`src/sv/repeating_interval_timer_macros.svh`:
```
// Assertion macros for the repeating interval timer.
// Included by modules that carry concurrent assertions; no other dependencies.
`ifndef REPEATING_INTERVAL_TIMER_MACROS_SVH
`define REPEATING_INTERVAL_TIMER_MACROS_SVH

// Same-cycle implication, off during reset.
`define RIT_ASSERT_NOW(label, clk, rst_n, ante, cons) \
    label: assert property (@(posedge clk) disable iff (!(rst_n)) (ante) |-> (cons)) \
        else $error("rit assertion failed");

// Next-cycle implication, off during reset.
`define RIT_ASSERT_NEXT(label, clk, rst_n, ante, cons) \
    label: assert property (@(posedge clk) disable iff (!(rst_n)) (ante) |=> (cons)) \
        else $error("rit assertion failed");

`endif

```
`src/sv/rit_pkg.sv`:
```
// Package for the repeating interval timer: payload structs, codes, FSM states.
// No dependencies.
`timescale 1ns / 1ps
`default_nettype none

package rit_pkg;

    localparam logic [1:0] FUNC_POLL  = 2'd0;
    localparam logic [1:0] FUNC_STOP  = 2'd1;
    localparam logic [1:0] FUNC_START = 2'd2;

    localparam logic [1:0] CFG_INTERVAL = 2'd0;
    localparam logic [1:0] CFG_LIMIT    = 2'd1;
    localparam logic [1:0] CFG_SAMPLES  = 2'd2;

    localparam logic [3:0] SAMPLES_RESET = 4'd10;

    typedef struct packed {
        logic [1:0]  func;
        logic [31:0] now_ms;
    } t_in;

    typedef struct packed {
        logic        fired;
        logic [31:0] interval_measured;
        logic [31:0] fire_count;
        logic        running;
        logic [31:0] remaining_ms;
        logic [31:0] average_ms;
    } t_out;

    typedef enum logic [1:0] {
        S_IDLE,
        S_SUM,
        S_DIV,
        S_DONE
    } t_state;

endpackage

`default_nettype wire

```
`src/sv/repeating_interval_timer.sv`:
```
// Repeating interval timer: millisecond poll/stop/start timer with interval history
// and a running mean. Depends on rit_pkg and repeating_interval_timer_macros.svh.
//
// Usage: one input transfer (i_valid, o_stall, i_data) carries an operation and the
// current millisecond time; each produces exactly one result transfer (o_valid,
// i_stall, o_data). An input transfer takes place when i_valid is high and o_stall
// low; a result transfer when o_valid is high and i_stall low.
// The history sweep reads one entry a cycle from the history RAM, then a restoring
// divider produces one quotient bit a cycle. One item is in work at a time, so no
// new item is taken before the current one has reached the output register.
// The user writes registers through i_cfg_we/i_cfg_idx/i_cfg_data only while idle;
// the block itself does not enforce it.
// The result sits in an output register, so the next item is taken while an
// earlier result still waits; if the receiver stalls for long, the finished item
// waits in the last step until the output register frees up, holding o_stall high.
// Reset (synchronous, active low) stops all work, drops o_valid, sets the timer
// running with reference 0, count 0, interval and limit 0 and 10 samples.
`timescale 1ns / 1ps
`default_nettype none
`include "repeating_interval_timer_macros.svh"

module repeating_interval_timer #(
    parameter int HISTORY_DEPTH = 10
) (
    input  wire logic          i_clk,
    input  wire logic          i_rst_n,
    input  wire logic          i_cfg_we,
    input  wire logic [1:0]    i_cfg_idx,
    input  wire logic [31:0]   i_cfg_data,
    input  wire logic          i_valid,
    output logic               o_stall,
    input  wire rit_pkg::t_in  i_data,
    output logic               o_valid,
    input  wire logic          i_stall,
    output rit_pkg::t_out      o_data
);

    localparam int PW = (HISTORY_DEPTH > 1) ? $clog2(HISTORY_DEPTH) : 1;
    localparam int CW = $clog2(HISTORY_DEPTH + 1);
    localparam int SW = 32 + CW;
    localparam int BW = $clog2(SW + 1);

    // configuration
    logic [31:0] r_interval;
    logic [31:0] r_limit;
    logic [3:0]  r_samples;

    // timer state
    logic          r_active,  n_active;
    logic [31:0]   r_ref,     n_ref;
    logic [31:0]   r_fires,   n_fires;
    logic [31:0]   r_last,    n_last;
    logic [PW-1:0] r_pos,     n_pos;

    // sequencer
    rit_pkg::t_state r_state, n_state;
    logic [CW-1:0] r_n,   n_n;
    logic [CW-1:0] r_cnt;
    logic [PW-1:0] r_rd_idx, n_rd_idx;
    logic          r_rd_vld;
    logic [31:0]   r_rd_data;
    logic [SW-1:0] r_sum;
    logic [CW:0]   r_rem;
    logic [BW-1:0] r_bit;
    logic [31:0]   hist_mem [HISTORY_DEPTH];

    rit_pkg::t_out r_res, n_res;
    rit_pkg::t_out r_out, n_out;
    logic          r_ov;

    logic        in_xfer, out_xfer, out_free;
    logic        rd_issue, load_out;
    logic        fire, hist_we;
    logic [31:0] since, since_sel;
    logic [CW-1:0] samp_cl;
    logic [CW:0]   rem_sh;
    logic          rem_ge;

    assign in_xfer  = i_valid && !o_stall;
    assign out_xfer = r_ov && !i_stall;
    assign out_free = !r_ov || !i_stall;
    assign o_valid  = r_ov;
    assign o_data   = r_out;

    // step update, evaluated at the input transfer
    always_comb begin
        since     = i_data.now_ms - r_ref;
        fire      = (i_data.func == rit_pkg::FUNC_POLL) && r_active && (since >= r_interval);
        n_active  = r_active;
        n_ref     = r_ref;
        n_fires   = r_fires;
        n_last    = r_last;
        n_pos     = r_pos;
        hist_we   = 1'b0;
        since_sel = since;
        case (i_data.func)
            rit_pkg::FUNC_STOP: begin
                n_active = 1'b0;
            end
            rit_pkg::FUNC_START: begin
                n_active  = 1'b1;
                n_ref     = i_data.now_ms;
                since_sel = '0;
            end
            rit_pkg::FUNC_POLL: begin
                if (fire) begin
                    hist_we = 1'b1;
                    n_last  = since;
                    n_ref   = i_data.now_ms;
                    n_fires = r_fires + 32'd1;
                    n_pos   = (r_pos == PW'(HISTORY_DEPTH - 1)) ? '0 : r_pos + PW'(1);
                    if ((r_limit != '0) && (n_fires >= r_limit)) begin
                        n_active = 1'b0;
                    end
                end
            end
            default: begin
            end
        endcase
        n_rd_idx = (n_pos == '0) ? PW'(HISTORY_DEPTH - 1) : n_pos - PW'(1);

        if (r_samples == '0) begin
            samp_cl = CW'(1);
        end else if (32'(r_samples) > 32'(HISTORY_DEPTH)) begin
            samp_cl = CW'(HISTORY_DEPTH);
        end else begin
            samp_cl = CW'(r_samples);
        end
        n_n = (n_fires < 32'(samp_cl)) ? CW'(n_fires) : samp_cl;

        n_res.fired             = fire;
        n_res.interval_measured = n_last;
        n_res.fire_count        = n_fires;
        n_res.running           = n_active;
        n_res.remaining_ms      = '0;
        n_res.average_ms        = '0;
        if (!fire && n_active && (since_sel < r_interval)) begin
            n_res.remaining_ms = r_interval - since_sel;
        end
    end

    // divider step
    always_comb begin
        rem_sh = {r_rem[CW-1:0], r_sum[SW-1]};
        rem_ge = (rem_sh >= {1'b0, r_n});
    end

    // result with the mean filled in
    always_comb begin
        n_out            = r_res;
        n_out.average_ms = (r_n == '0) ? '0 : r_sum[31:0];
    end

    // next state
    always_comb begin
        n_state = r_state;
        case (r_state)
            rit_pkg::S_IDLE: begin
                if (in_xfer) n_state = rit_pkg::S_SUM;
            end
            rit_pkg::S_SUM: begin
                if ((r_cnt == r_n) && !r_rd_vld) n_state = rit_pkg::S_DIV;
            end
            rit_pkg::S_DIV: begin
                if (r_bit == BW'(1)) n_state = rit_pkg::S_DONE;
            end
            rit_pkg::S_DONE: begin
                if (out_free) n_state = rit_pkg::S_IDLE;
            end
            default: n_state = rit_pkg::S_IDLE;
        endcase
    end

    // sequencer outputs
    always_comb begin
        o_stall  = 1'b1;
        rd_issue = 1'b0;
        load_out = 1'b0;
        case (r_state)
            rit_pkg::S_IDLE: o_stall  = 1'b0;
            rit_pkg::S_SUM:  rd_issue = (r_cnt != r_n);
            rit_pkg::S_DONE: load_out = out_free;
            default: begin
            end
        endcase
    end

    // history RAM
    always_ff @(posedge i_clk) begin
        if (in_xfer && hist_we) begin
            hist_mem[r_pos] <= since;
        end
        if (rd_issue) begin
            r_rd_data <= hist_mem[r_rd_idx];
        end
    end

    always_ff @(posedge i_clk) begin
        if (!i_rst_n) begin
            r_interval <= '0;
            r_limit    <= '0;
            r_samples  <= rit_pkg::SAMPLES_RESET;
            r_active   <= 1'b1;
            r_ref      <= '0;
            r_fires    <= '0;
            r_last     <= '0;
            r_pos      <= '0;
            r_state    <= rit_pkg::S_IDLE;
            r_rd_vld   <= 1'b0;
            r_ov       <= 1'b0;
        end else begin
            if (i_cfg_we) begin
                case (i_cfg_idx)
                    rit_pkg::CFG_INTERVAL: r_interval <= i_cfg_data;
                    rit_pkg::CFG_LIMIT:    r_limit    <= i_cfg_data;
                    rit_pkg::CFG_SAMPLES:  r_samples  <= i_cfg_data[3:0];
                    default: begin
                    end
                endcase
            end
            if (in_xfer) begin
                r_active <= n_active;
                r_ref    <= n_ref;
                r_fires  <= n_fires;
                r_last   <= n_last;
                r_pos    <= n_pos;
            end
            r_state  <= n_state;
            r_rd_vld <= rd_issue;
            if (load_out) begin
                r_ov <= 1'b1;
            end else if (out_xfer) begin
                r_ov <= 1'b0;
            end
        end
    end

    // datapath registers
    always_ff @(posedge i_clk) begin
        if (in_xfer) begin
            r_res    <= n_res;
            r_n      <= n_n;
            r_cnt    <= '0;
            r_rd_idx <= n_rd_idx;
            r_sum    <= '0;
        end
        if (rd_issue) begin
            r_cnt    <= r_cnt + CW'(1);
            r_rd_idx <= (r_rd_idx == '0) ? PW'(HISTORY_DEPTH - 1) : r_rd_idx - PW'(1);
        end
        if (r_rd_vld) begin
            r_sum <= r_sum + SW'(r_rd_data);
        end
        if ((r_state == rit_pkg::S_SUM) && (n_state == rit_pkg::S_DIV)) begin
            r_rem <= '0;
            r_bit <= BW'(SW);
        end
        if (r_state == rit_pkg::S_DIV) begin
            r_rem <= rem_ge ? (rem_sh - {1'b0, r_n}) : rem_sh;
            r_sum <= {r_sum[SW-2:0], rem_ge};
            r_bit <= r_bit - BW'(1);
        end
        if (load_out) begin
            r_out <= n_out;
        end
    end

    `RIT_ASSERT_NOW(a_pos_range, i_clk, i_rst_n, 1'b1, r_pos <= PW'(HISTORY_DEPTH - 1))
    `RIT_ASSERT_NEXT(a_accept_starts, i_clk, i_rst_n, in_xfer, r_state == rit_pkg::S_SUM)
    `RIT_ASSERT_NEXT(a_done_loads, i_clk, i_rst_n, load_out, o_valid && (r_state == rit_pkg::S_IDLE))
    `RIT_ASSERT_NOW(a_fire_no_remain, i_clk, i_rst_n, o_valid && o_data.fired, o_data.remaining_ms == '0)
    `RIT_ASSERT_NOW(a_div_no_issue, i_clk, i_rst_n, r_state == rit_pkg::S_DIV, !rd_issue && !r_rd_vld)

endmodule

`default_nettype wire
```
`config.mk`:
```
export PLATFORM = sky130hd
export DESIGN_NAME = repeating_interval_timer
export DESIGN_NICKNAME = d
export VERILOG_FILES = /design/src/sv/rit_pkg.sv /design/src/sv/repeating_interval_timer.sv
export VERILOG_INCLUDE_DIRS = /design/src /design/src/sv
export SDC_FILE = /design/constraint.sdc
export NUM_CORES = 1
export LEC_CHECK = 0
export BUFFER_PORTS_ARGS = -buffer_cell sky130_fd_sc_hd__clkbuf_2
export CORE_ASPECT_RATIO = 1.1
export CORE_UTILIZATION = 40
export DETAILED_ROUTE_END_ITERATION = 8
export GPL_ROUTABILITY_DRIVEN = 1
export PLACE_DENSITY = 0.57
export SYNTH_ARGS = -nofsm -noshare
export SYNTH_HDL_FRONTEND = slang
export SYNTH_SLANG_ARGS = --single-unit
```
`constraint.sdc`:
```
create_clock -name i_clk -period 22.9 [get_ports i_clk]
set_input_delay 3.435 -clock i_clk [delete_from_list [all_inputs] [get_ports i_clk]]
set_output_delay 3.435 -clock i_clk [all_outputs]
set_load 0.05 [all_outputs]
```
======== Yosys cells after proc, flatten, opt, wreduce, memory -nomap -nowiden ========
Memory sizes are Yosys's and may differ from the RTL's. A register that Yosys moved wholly into a read port is not among the register bits.
Cells that the tools add are included.
cells by class
  multiplexer cells ....................... 44
  equal/unequal tests ..................... 13
  reduce and logical (&&, ||, !) cells .... 32
  $lt $le $gt $ge ......................... 6
  $add $sub $neg .......................... 10
operators with widths
  cell                                                                number
  32-bit two-way mux                                                  6
  36-bit two-way mux                                                  3
  32-bit >= comparator                                                2
  32-bit one-hot mux with 2 select lines                              1
  32-bit subtractor                                                   2
  4-bit two-way mux                                                   15
  36-bit by 32-bit adder with 36-bit output                           1
  32-bit by 1-bit adder with 32-bit output, second input constant     1
  32-bit < comparator                                                 1
  32-bit by 4-bit < comparator with 1-bit output                      1
  32-bit nonzero test                                                 1
  4-bit logical NOT                                                   4
  6-bit two-way mux                                                   2
  1-bit two-way mux                                                   11
  2-bit == test, second input constant                                5
  1-bit logical AND                                                   10
  4-bit by 1-bit adder with 4-bit output, second input constant       2
  2-bit two-way mux                                                   4
  2-bit one-hot mux with 4 select lines                               1
  2-bit nonzero test                                                  4
  4-bit by 1-bit subtractor with 4-bit output, second input constant  2
  2-bit by 1-bit == test with 1-bit output, second input constant     3
  6-bit by 1-bit == test with 1-bit output, second input constant     1
  2-bit logical NOT                                                   3
  14 further kinds                                                    19
storage, ports and cells
  word-level logic and storage cells ...... 134
  input bits .............................. 73
  output and inout port bits .............. 132
  bits in registers ....................... 459
  bits in writable memories ............... 320
  memories kept ........................... 1
memories
  name      words  width  read ports  clocked after memory_dff  wr ports  line                            RTL
  hist_mem  10     32     1           1                         1         repeating_interval_timer.sv:65  logic [31:0] hist_mem [HISTORY_DEPTH];

======== Longest topological paths before layout ========
  word-level depth ........................ 9
  depth in mapped cells ................... 32
  gate-level depth less buffers ........... 30

======== Worst setup path after synthesis ========
Ideal clock, no wire load.
  path kind ............................... in2reg
  start point ............................. input i_data[4] (netlist name)
  end point ............................... memory hist_mem[1][0] (enable)
  required time ........................... 22399 ps
  cell stages on the path ................. 20
  library setup time ...................... 501 ps
  buffers on the path ..................... 3
  setup slack ............................. 11487 ps
  arrival ................................. 10911 ps
  path through ............................ ha_1 or4_1 o211ai_1 a211o_1 a21oi_1 nor3_1 o41ai_1 o221a_2 a211oi_1 ha_1 nand4_1 or3_1 a31oi_1 o21ai_1 inv_1 buf_2 nand2_1 clkbuf_1 clkbuf_1 nor4_1
between the ends
  word-level cells in the longest chain between the ends .. 8
ends and longest elaborated chain
  what                                     line                             RTL
  start, declared                          repeating_interval_timer.sv:32   input wire rit_pkg::t_in i_data,
  32-bit subtractor                        repeating_interval_timer.sv:87   since = i_data.now_ms - r_ref;
  net since[31]                            repeating_interval_timer.sv:74   logic [31:0] since, since_sel;
  32-bit >= comparator                     repeating_interval_timer.sv:88   fire = (i_data.func == rit_pkg::FUNC_POLL) && r_active && (since >= r_interval);
  1-bit logical AND                        repeating_interval_timer.sv:88
  1-bit two-way mux                        repeating_interval_timer.sv:106  if (fire) begin
  1-bit two-way mux                        repeating_interval_timer.sv:96   case (i_data.func)
  1-bit logical AND                        repeating_interval_timer.sv:190  if (in_xfer && hist_we) begin
  1-bit two-way mux                        repeating_interval_timer.sv:190
  1-bit two-way mux (implied by the code)  repeating_interval_timer.sv:191  hist_mem[r_pos] <= since;
  end, declared                            repeating_interval_timer.sv:65
The timed path passes the listed nets, and every way through them passes these cells.

======== Final worst setup path ========
  start point ............................. input i_data[13] (netlist name)
  end point ............................... register r_n[2] (data pin)
between the ends
  word-level cells in the longest chain between the ends .. 7
ends and longest elaborated chain
  what                                            line                             RTL
  32-bit subtractor                               repeating_interval_timer.sv:87
  net since[29]                                   repeating_interval_timer.sv:74
  32-bit >= comparator                            repeating_interval_timer.sv:88
  1-bit logical AND                               repeating_interval_timer.sv:88
  32-bit two-way mux                              repeating_interval_timer.sv:106
  32-bit two-way mux                              repeating_interval_timer.sv:96
  net n_fires[3]                                  repeating_interval_timer.sv:51   logic [31:0] r_fires, n_fires;
  32-bit by 4-bit < comparator with 1-bit output  repeating_interval_timer.sv:129  n_n = (n_fires < 32'(samp_cl)) ? CW'(n_fires) : samp_cl;
  4-bit two-way mux                               repeating_interval_timer.sv:129
  net n_n[2]                                      repeating_interval_timer.sv:57   logic [CW-1:0] r_n, n_n;
  end signal, assigned                            repeating_interval_timer.sv:242  r_n <= n_n;
  end, declared                                   repeating_interval_timer.sv:57
The timed path passes the listed nets, and every way through them passes these cells.
A chain may end at the register's enable or synchronous reset.

==> parameters.txt <==
Parameter                              Value

Timing
  Tightest slew margin relative to the limit ... 0.1339
  Least-Margin Pin Slew ... 1290 ps
  Post-Route Setup TNS ... 0 ps
  Endpoints failing hold ... 0
  Finish-stage setup viols ... 0
  Unrepaired setup endpoints after global routing ... no
  Period utilisation layout ... 0.4752
  Minimum period implied by the final worst setup slack ... 10,880 ps
  Final number of max-transition violations ... 0
  Achievable frequency ... 91.89 MHz
  Setup Skew ... 50.56 ps

Layout
  Number of nets in the finished design ... 3,641
  Area growth from synthesis to final layout ... 13.83%
  Antenna Diode Count ... 0
  Layout cell share with drive strength beyond 1 ... 0.1534

Synth
  Synthesized netlist cell count ... 3,203
  Share of the synthesized area in the top cell type ... 0.4988
  Mean area per synthesized cell ... 11.99 µm²
  Cell types with the largest area share after synthesis ... sky130_fd_sc_hd__edfxtp_1 50%, sky130_fd_sc_hd__dfxtp_1 9.0%, sky130_fd_sc_hd__ha_1 5.5%
  Xor/xnor share of the synthesized area ... 0.04104
  Largest family of logic cells by synthesized area ... simple AND/OR/NAND/NOR gates
  Synth Register Bits ... 811
  Count of warnings emitted by yosys ... 0
  Fraction of synthesis flops using an asynchronous set or reset pin ... 0
  Commonest cells post-synth ... 638 x sky130_fd_sc_hd__edfxtp_1, 490 x sky130_fd_sc_hd__nand2_1, 173 x sky130_fd_sc_hd__dfxtp_1, 170 x sky130_fd_sc_hd__ha_1, 147 x sky130_fd_sc_hd__inv_1
  Post-synthesis adder-cell area fraction ... 0.05746
  Net count after synthesis ... 3,450
  Top flip-flop cell by instance count after synthesis ... sky130_fd_sc_hd__edfxtp_1
  Multiplexer area fraction after synthesis ... 0.05440
  Number of distinct library cells after synthesis ... 79
  Library cell occupying the most area in the post-synthesis netlist ... sky130_fd_sc_hd__edfxtp_1
  Most frequent cell after synthesis ... sky130_fd_sc_hd__edfxtp_1
  Share of synthesized area occupied by flip-flops and latches ... 0.5889
  Synthesized cell area ... 38,410 µm²
  Compound-gate portion of the synthesized area ... 0.1043
  EDFF count, synth ... 638
  Fraction of the mapped netlist area in simple logic gates ... 0.1219

Clocking
  Clock sink count ... 811
  Maximum buffer depth of the clock tree ... 3
  Total of cells resized after clock tree synthesis ... 0
  Number of buffers created by CTS ... 86
  Clock slew at reported path FFs ... 70 ps
  Number of buffers added to fix hold violations after cts ... 0
  Clock Latency Late Sink ... 660 ps
  CTS tree ... done
  H-tree depth ... 3
  Buffers inserted during post-CTS setup optimization ... 0
  Clk root buf ... sky130_fd_sc_hd__clkbuf_16

Pwr
  P_leak ... 0.01599 µW
  Total power ... 3769 µW
  Total power per unit cell area ... 86.19 nW/µm²
  Peak supply drop ... 0.00005378 V

GRT
  Overflow left after global routing ... 0
  Antenna violations before repair ... 3
  Total routing resource utilization after global routing ... 0.1969
  Wire length of the first global-routing pass ... 146,400 µm
  Vias in the first global route ... 24,120
  Largest net degree at the start of global routing ... 105

Critical path
  Critical path type ... input pin to register
  Sort of element at the end of the critical path ... register
  Setup crit start kind ... input pin
  Critical path peak fanout ... 31
  Data arrival time of the worst path ... 11,270 ps
  Critical Path RT ... 23,280 ps

Floorplanning
  Number of placement rows ... 118
  IO Pins ... 205
  Effective utilization at floorplan ... 0.4059
  Area of the placeable core ... 94,640 µm²
  Height of the die ... 327.0 µm
  Full die area ... 97,270 µm²
  Die width ... 297.5 µm

Drt
  DRC violation count after routing ... 0
  Post-detailed-route count of antenna-violating nets ... 0
  Routed wire length per instance ... 20.38 µm
  First-pass detailed-route iteration total ... 5
  Initial DRC Count ... 1,645
  Total Wirelength ... 96,340 µm
  Via density ... 5.219
  Via Count ... 24,670

Min path
  Class of the tightest hold or removal check ... register to register

Run status
  Outcome ... finished clean

Flow run
  Max-cap violations ... 0

Placed design
  Post-DP HPWL ... 64,910 µm
  Port bufs ... 204
  Final RePlAce weighted congestion ... 0.8822
logic make-up after synthesis:
family | after synthesis
adders and majority gates | 174
AOI/OAI and AO/OA | 606
DFF | 811
and+or+nand+nor | 1001
muxes | 126
buffers and inverters | 305
xor gates and xnor gates | 180
layout make-up:
class                           count  area [µm²]
Clock inverter                     39       364.1
Timing Repair Buffer              261        1464
Sequential cell                   811       22620
Tap cell                         1260        1577
Multi-Input combinational cell   2087       14680
Clock buffer                      122        2467
Fill cell                        8584       50910
Inverter                          147       554.3
worst max-delay path: stages:
cell and delay [ps]:
sky130_fd_sc_hd__clkbuf_2 110, sky130_fd_sc_hd__ha_1 440, sky130_fd_sc_hd__nand3_1 140, sky130_fd_sc_hd__or2_2 310
sky130_fd_sc_hd__a211o_1 290, sky130_fd_sc_hd__a21oi_1 330, sky130_fd_sc_hd__nor3_1 130, sky130_fd_sc_hd__o41ai_1 670
sky130_fd_sc_hd__o22ai_1 210, sky130_fd_sc_hd__xnor2_1 870, sky130_fd_sc_hd__ha_1 260, sky130_fd_sc_hd__nand4_1 150
sky130_fd_sc_hd__or3_1 390, sky130_fd_sc_hd__a31oi_1 310, sky130_fd_sc_hd__o21ai_4 80, sky130_fd_sc_hd__buf_4 320
sky130_fd_sc_hd__or2_2 350, sky130_fd_sc_hd__xnor2_1 210, sky130_fd_sc_hd__ha_1 290, sky130_fd_sc_hd__a21oi_1 200
sky130_fd_sc_hd__nand2b_1 80, sky130_fd_sc_hd__nor4_1 240, sky130_fd_sc_hd__nand3_1 100, sky130_fd_sc_hd__or4_1 490
sky130_fd_sc_hd__a211oi_2 270, sky130_fd_sc_hd__nand4_2 210, sky130_fd_sc_hd__mux2_1 350
through the flow:
stage                     hold slack (ps)  cells    util  setup slack, ps  cell area [µm²]
after floorplan                     400.3   3203       -            11490            38410
final                               416.8   4727  0.4620            12020            43720
after CTS                           409.2   4727  0.4620            12040            43720
after detailed placement            404.5   4566  0.4321            11340            40890
after global placement              401.8   4566  0.4321            11420            40890
after global routing                416.5   4727  0.4620            11340            43720
worst paths after layout:
| kind | slack [ps] | endpoint | cells after the start | startpoint |
|---|---|---|---|---|
| max | 12020 | r_n[2] | 27 | i_data[13] |
| min reg2reg | 420 | o_data[33] | 0 | n_out[33] |
| min | 420 | o_data[33] | 0 | n_out[33] |
| max reg2reg | 14570 | r_n[2] | 27 | r_ref[13] |
registers in the layout, summed over array words and instances (netlist names), 6 cells and up:
name and cells:
r_last 32, r_sum 36, r_limit 32, o_data 130, n_out 98, r_bit 6, r_fires 32, r_rd_data 32
hist_mem 320, r_ref 32, r_interval 32
power by group:
group          switching (µW)  internal, µW  leakage [µW]
Clock                     590           802       0.00138
Sequential               37.5          1690       0.00730
Combinational             399           247       0.00730
Total                    1030          2740        0.0160
cell usage in the layout (no fill, tap or decap), types with 19 or more instances in the layout:
cell and n:
sky130_fd_sc_hd__nor2_1 132, sky130_fd_sc_hd__nand4_1 25, sky130_fd_sc_hd__buf_4 57, sky130_fd_sc_hd__xor2_1 62, sky130_fd_sc_hd__nor2b_1 82, sky130_fd_sc_hd__and2_1 39, sky130_fd_sc_hd__nand2_1 489, sky130_fd_sc_hd__clkbuf_16 90
sky130_fd_sc_hd__dfxtp_1 173, sky130_fd_sc_hd__clkbuf_1 21, sky130_fd_sc_hd__a21o_1 45, sky130_fd_sc_hd__mux2_2 19, sky130_fd_sc_hd__nor3_1 40, sky130_fd_sc_hd__mux2i_1 40, sky130_fd_sc_hd__edfxtp_1 638, sky130_fd_sc_hd__inv_1 145
sky130_fd_sc_hd__a21boi_0 136, sky130_fd_sc_hd__and3_1 25, sky130_fd_sc_hd__nand3_1 52, sky130_fd_sc_hd__a211oi_1 44, sky130_fd_sc_hd__o31ai_1 21, sky130_fd_sc_hd__o21ai_0 97, sky130_fd_sc_hd__xnor2_1 118, sky130_fd_sc_hd__mux4_2 64
sky130_fd_sc_hd__a21oi_1 144, sky130_fd_sc_hd__ha_1 170, sky130_fd_sc_hd__nor4_1 19, sky130_fd_sc_hd__clkbuf_2 204, sky130_fd_sc_hd__o21a_1 24
per-layer routing:
metal  GRT usage  vias up  routed length (µm)
li1            -    12010                   -
met1      0.2728    11950               44500
met2      0.3206      590               45100
met3     0.02825      124                4412
met4     0.05894        4                2291
met5           0        -                  26
No activity file was read; power rests on OpenSTA's default activity.
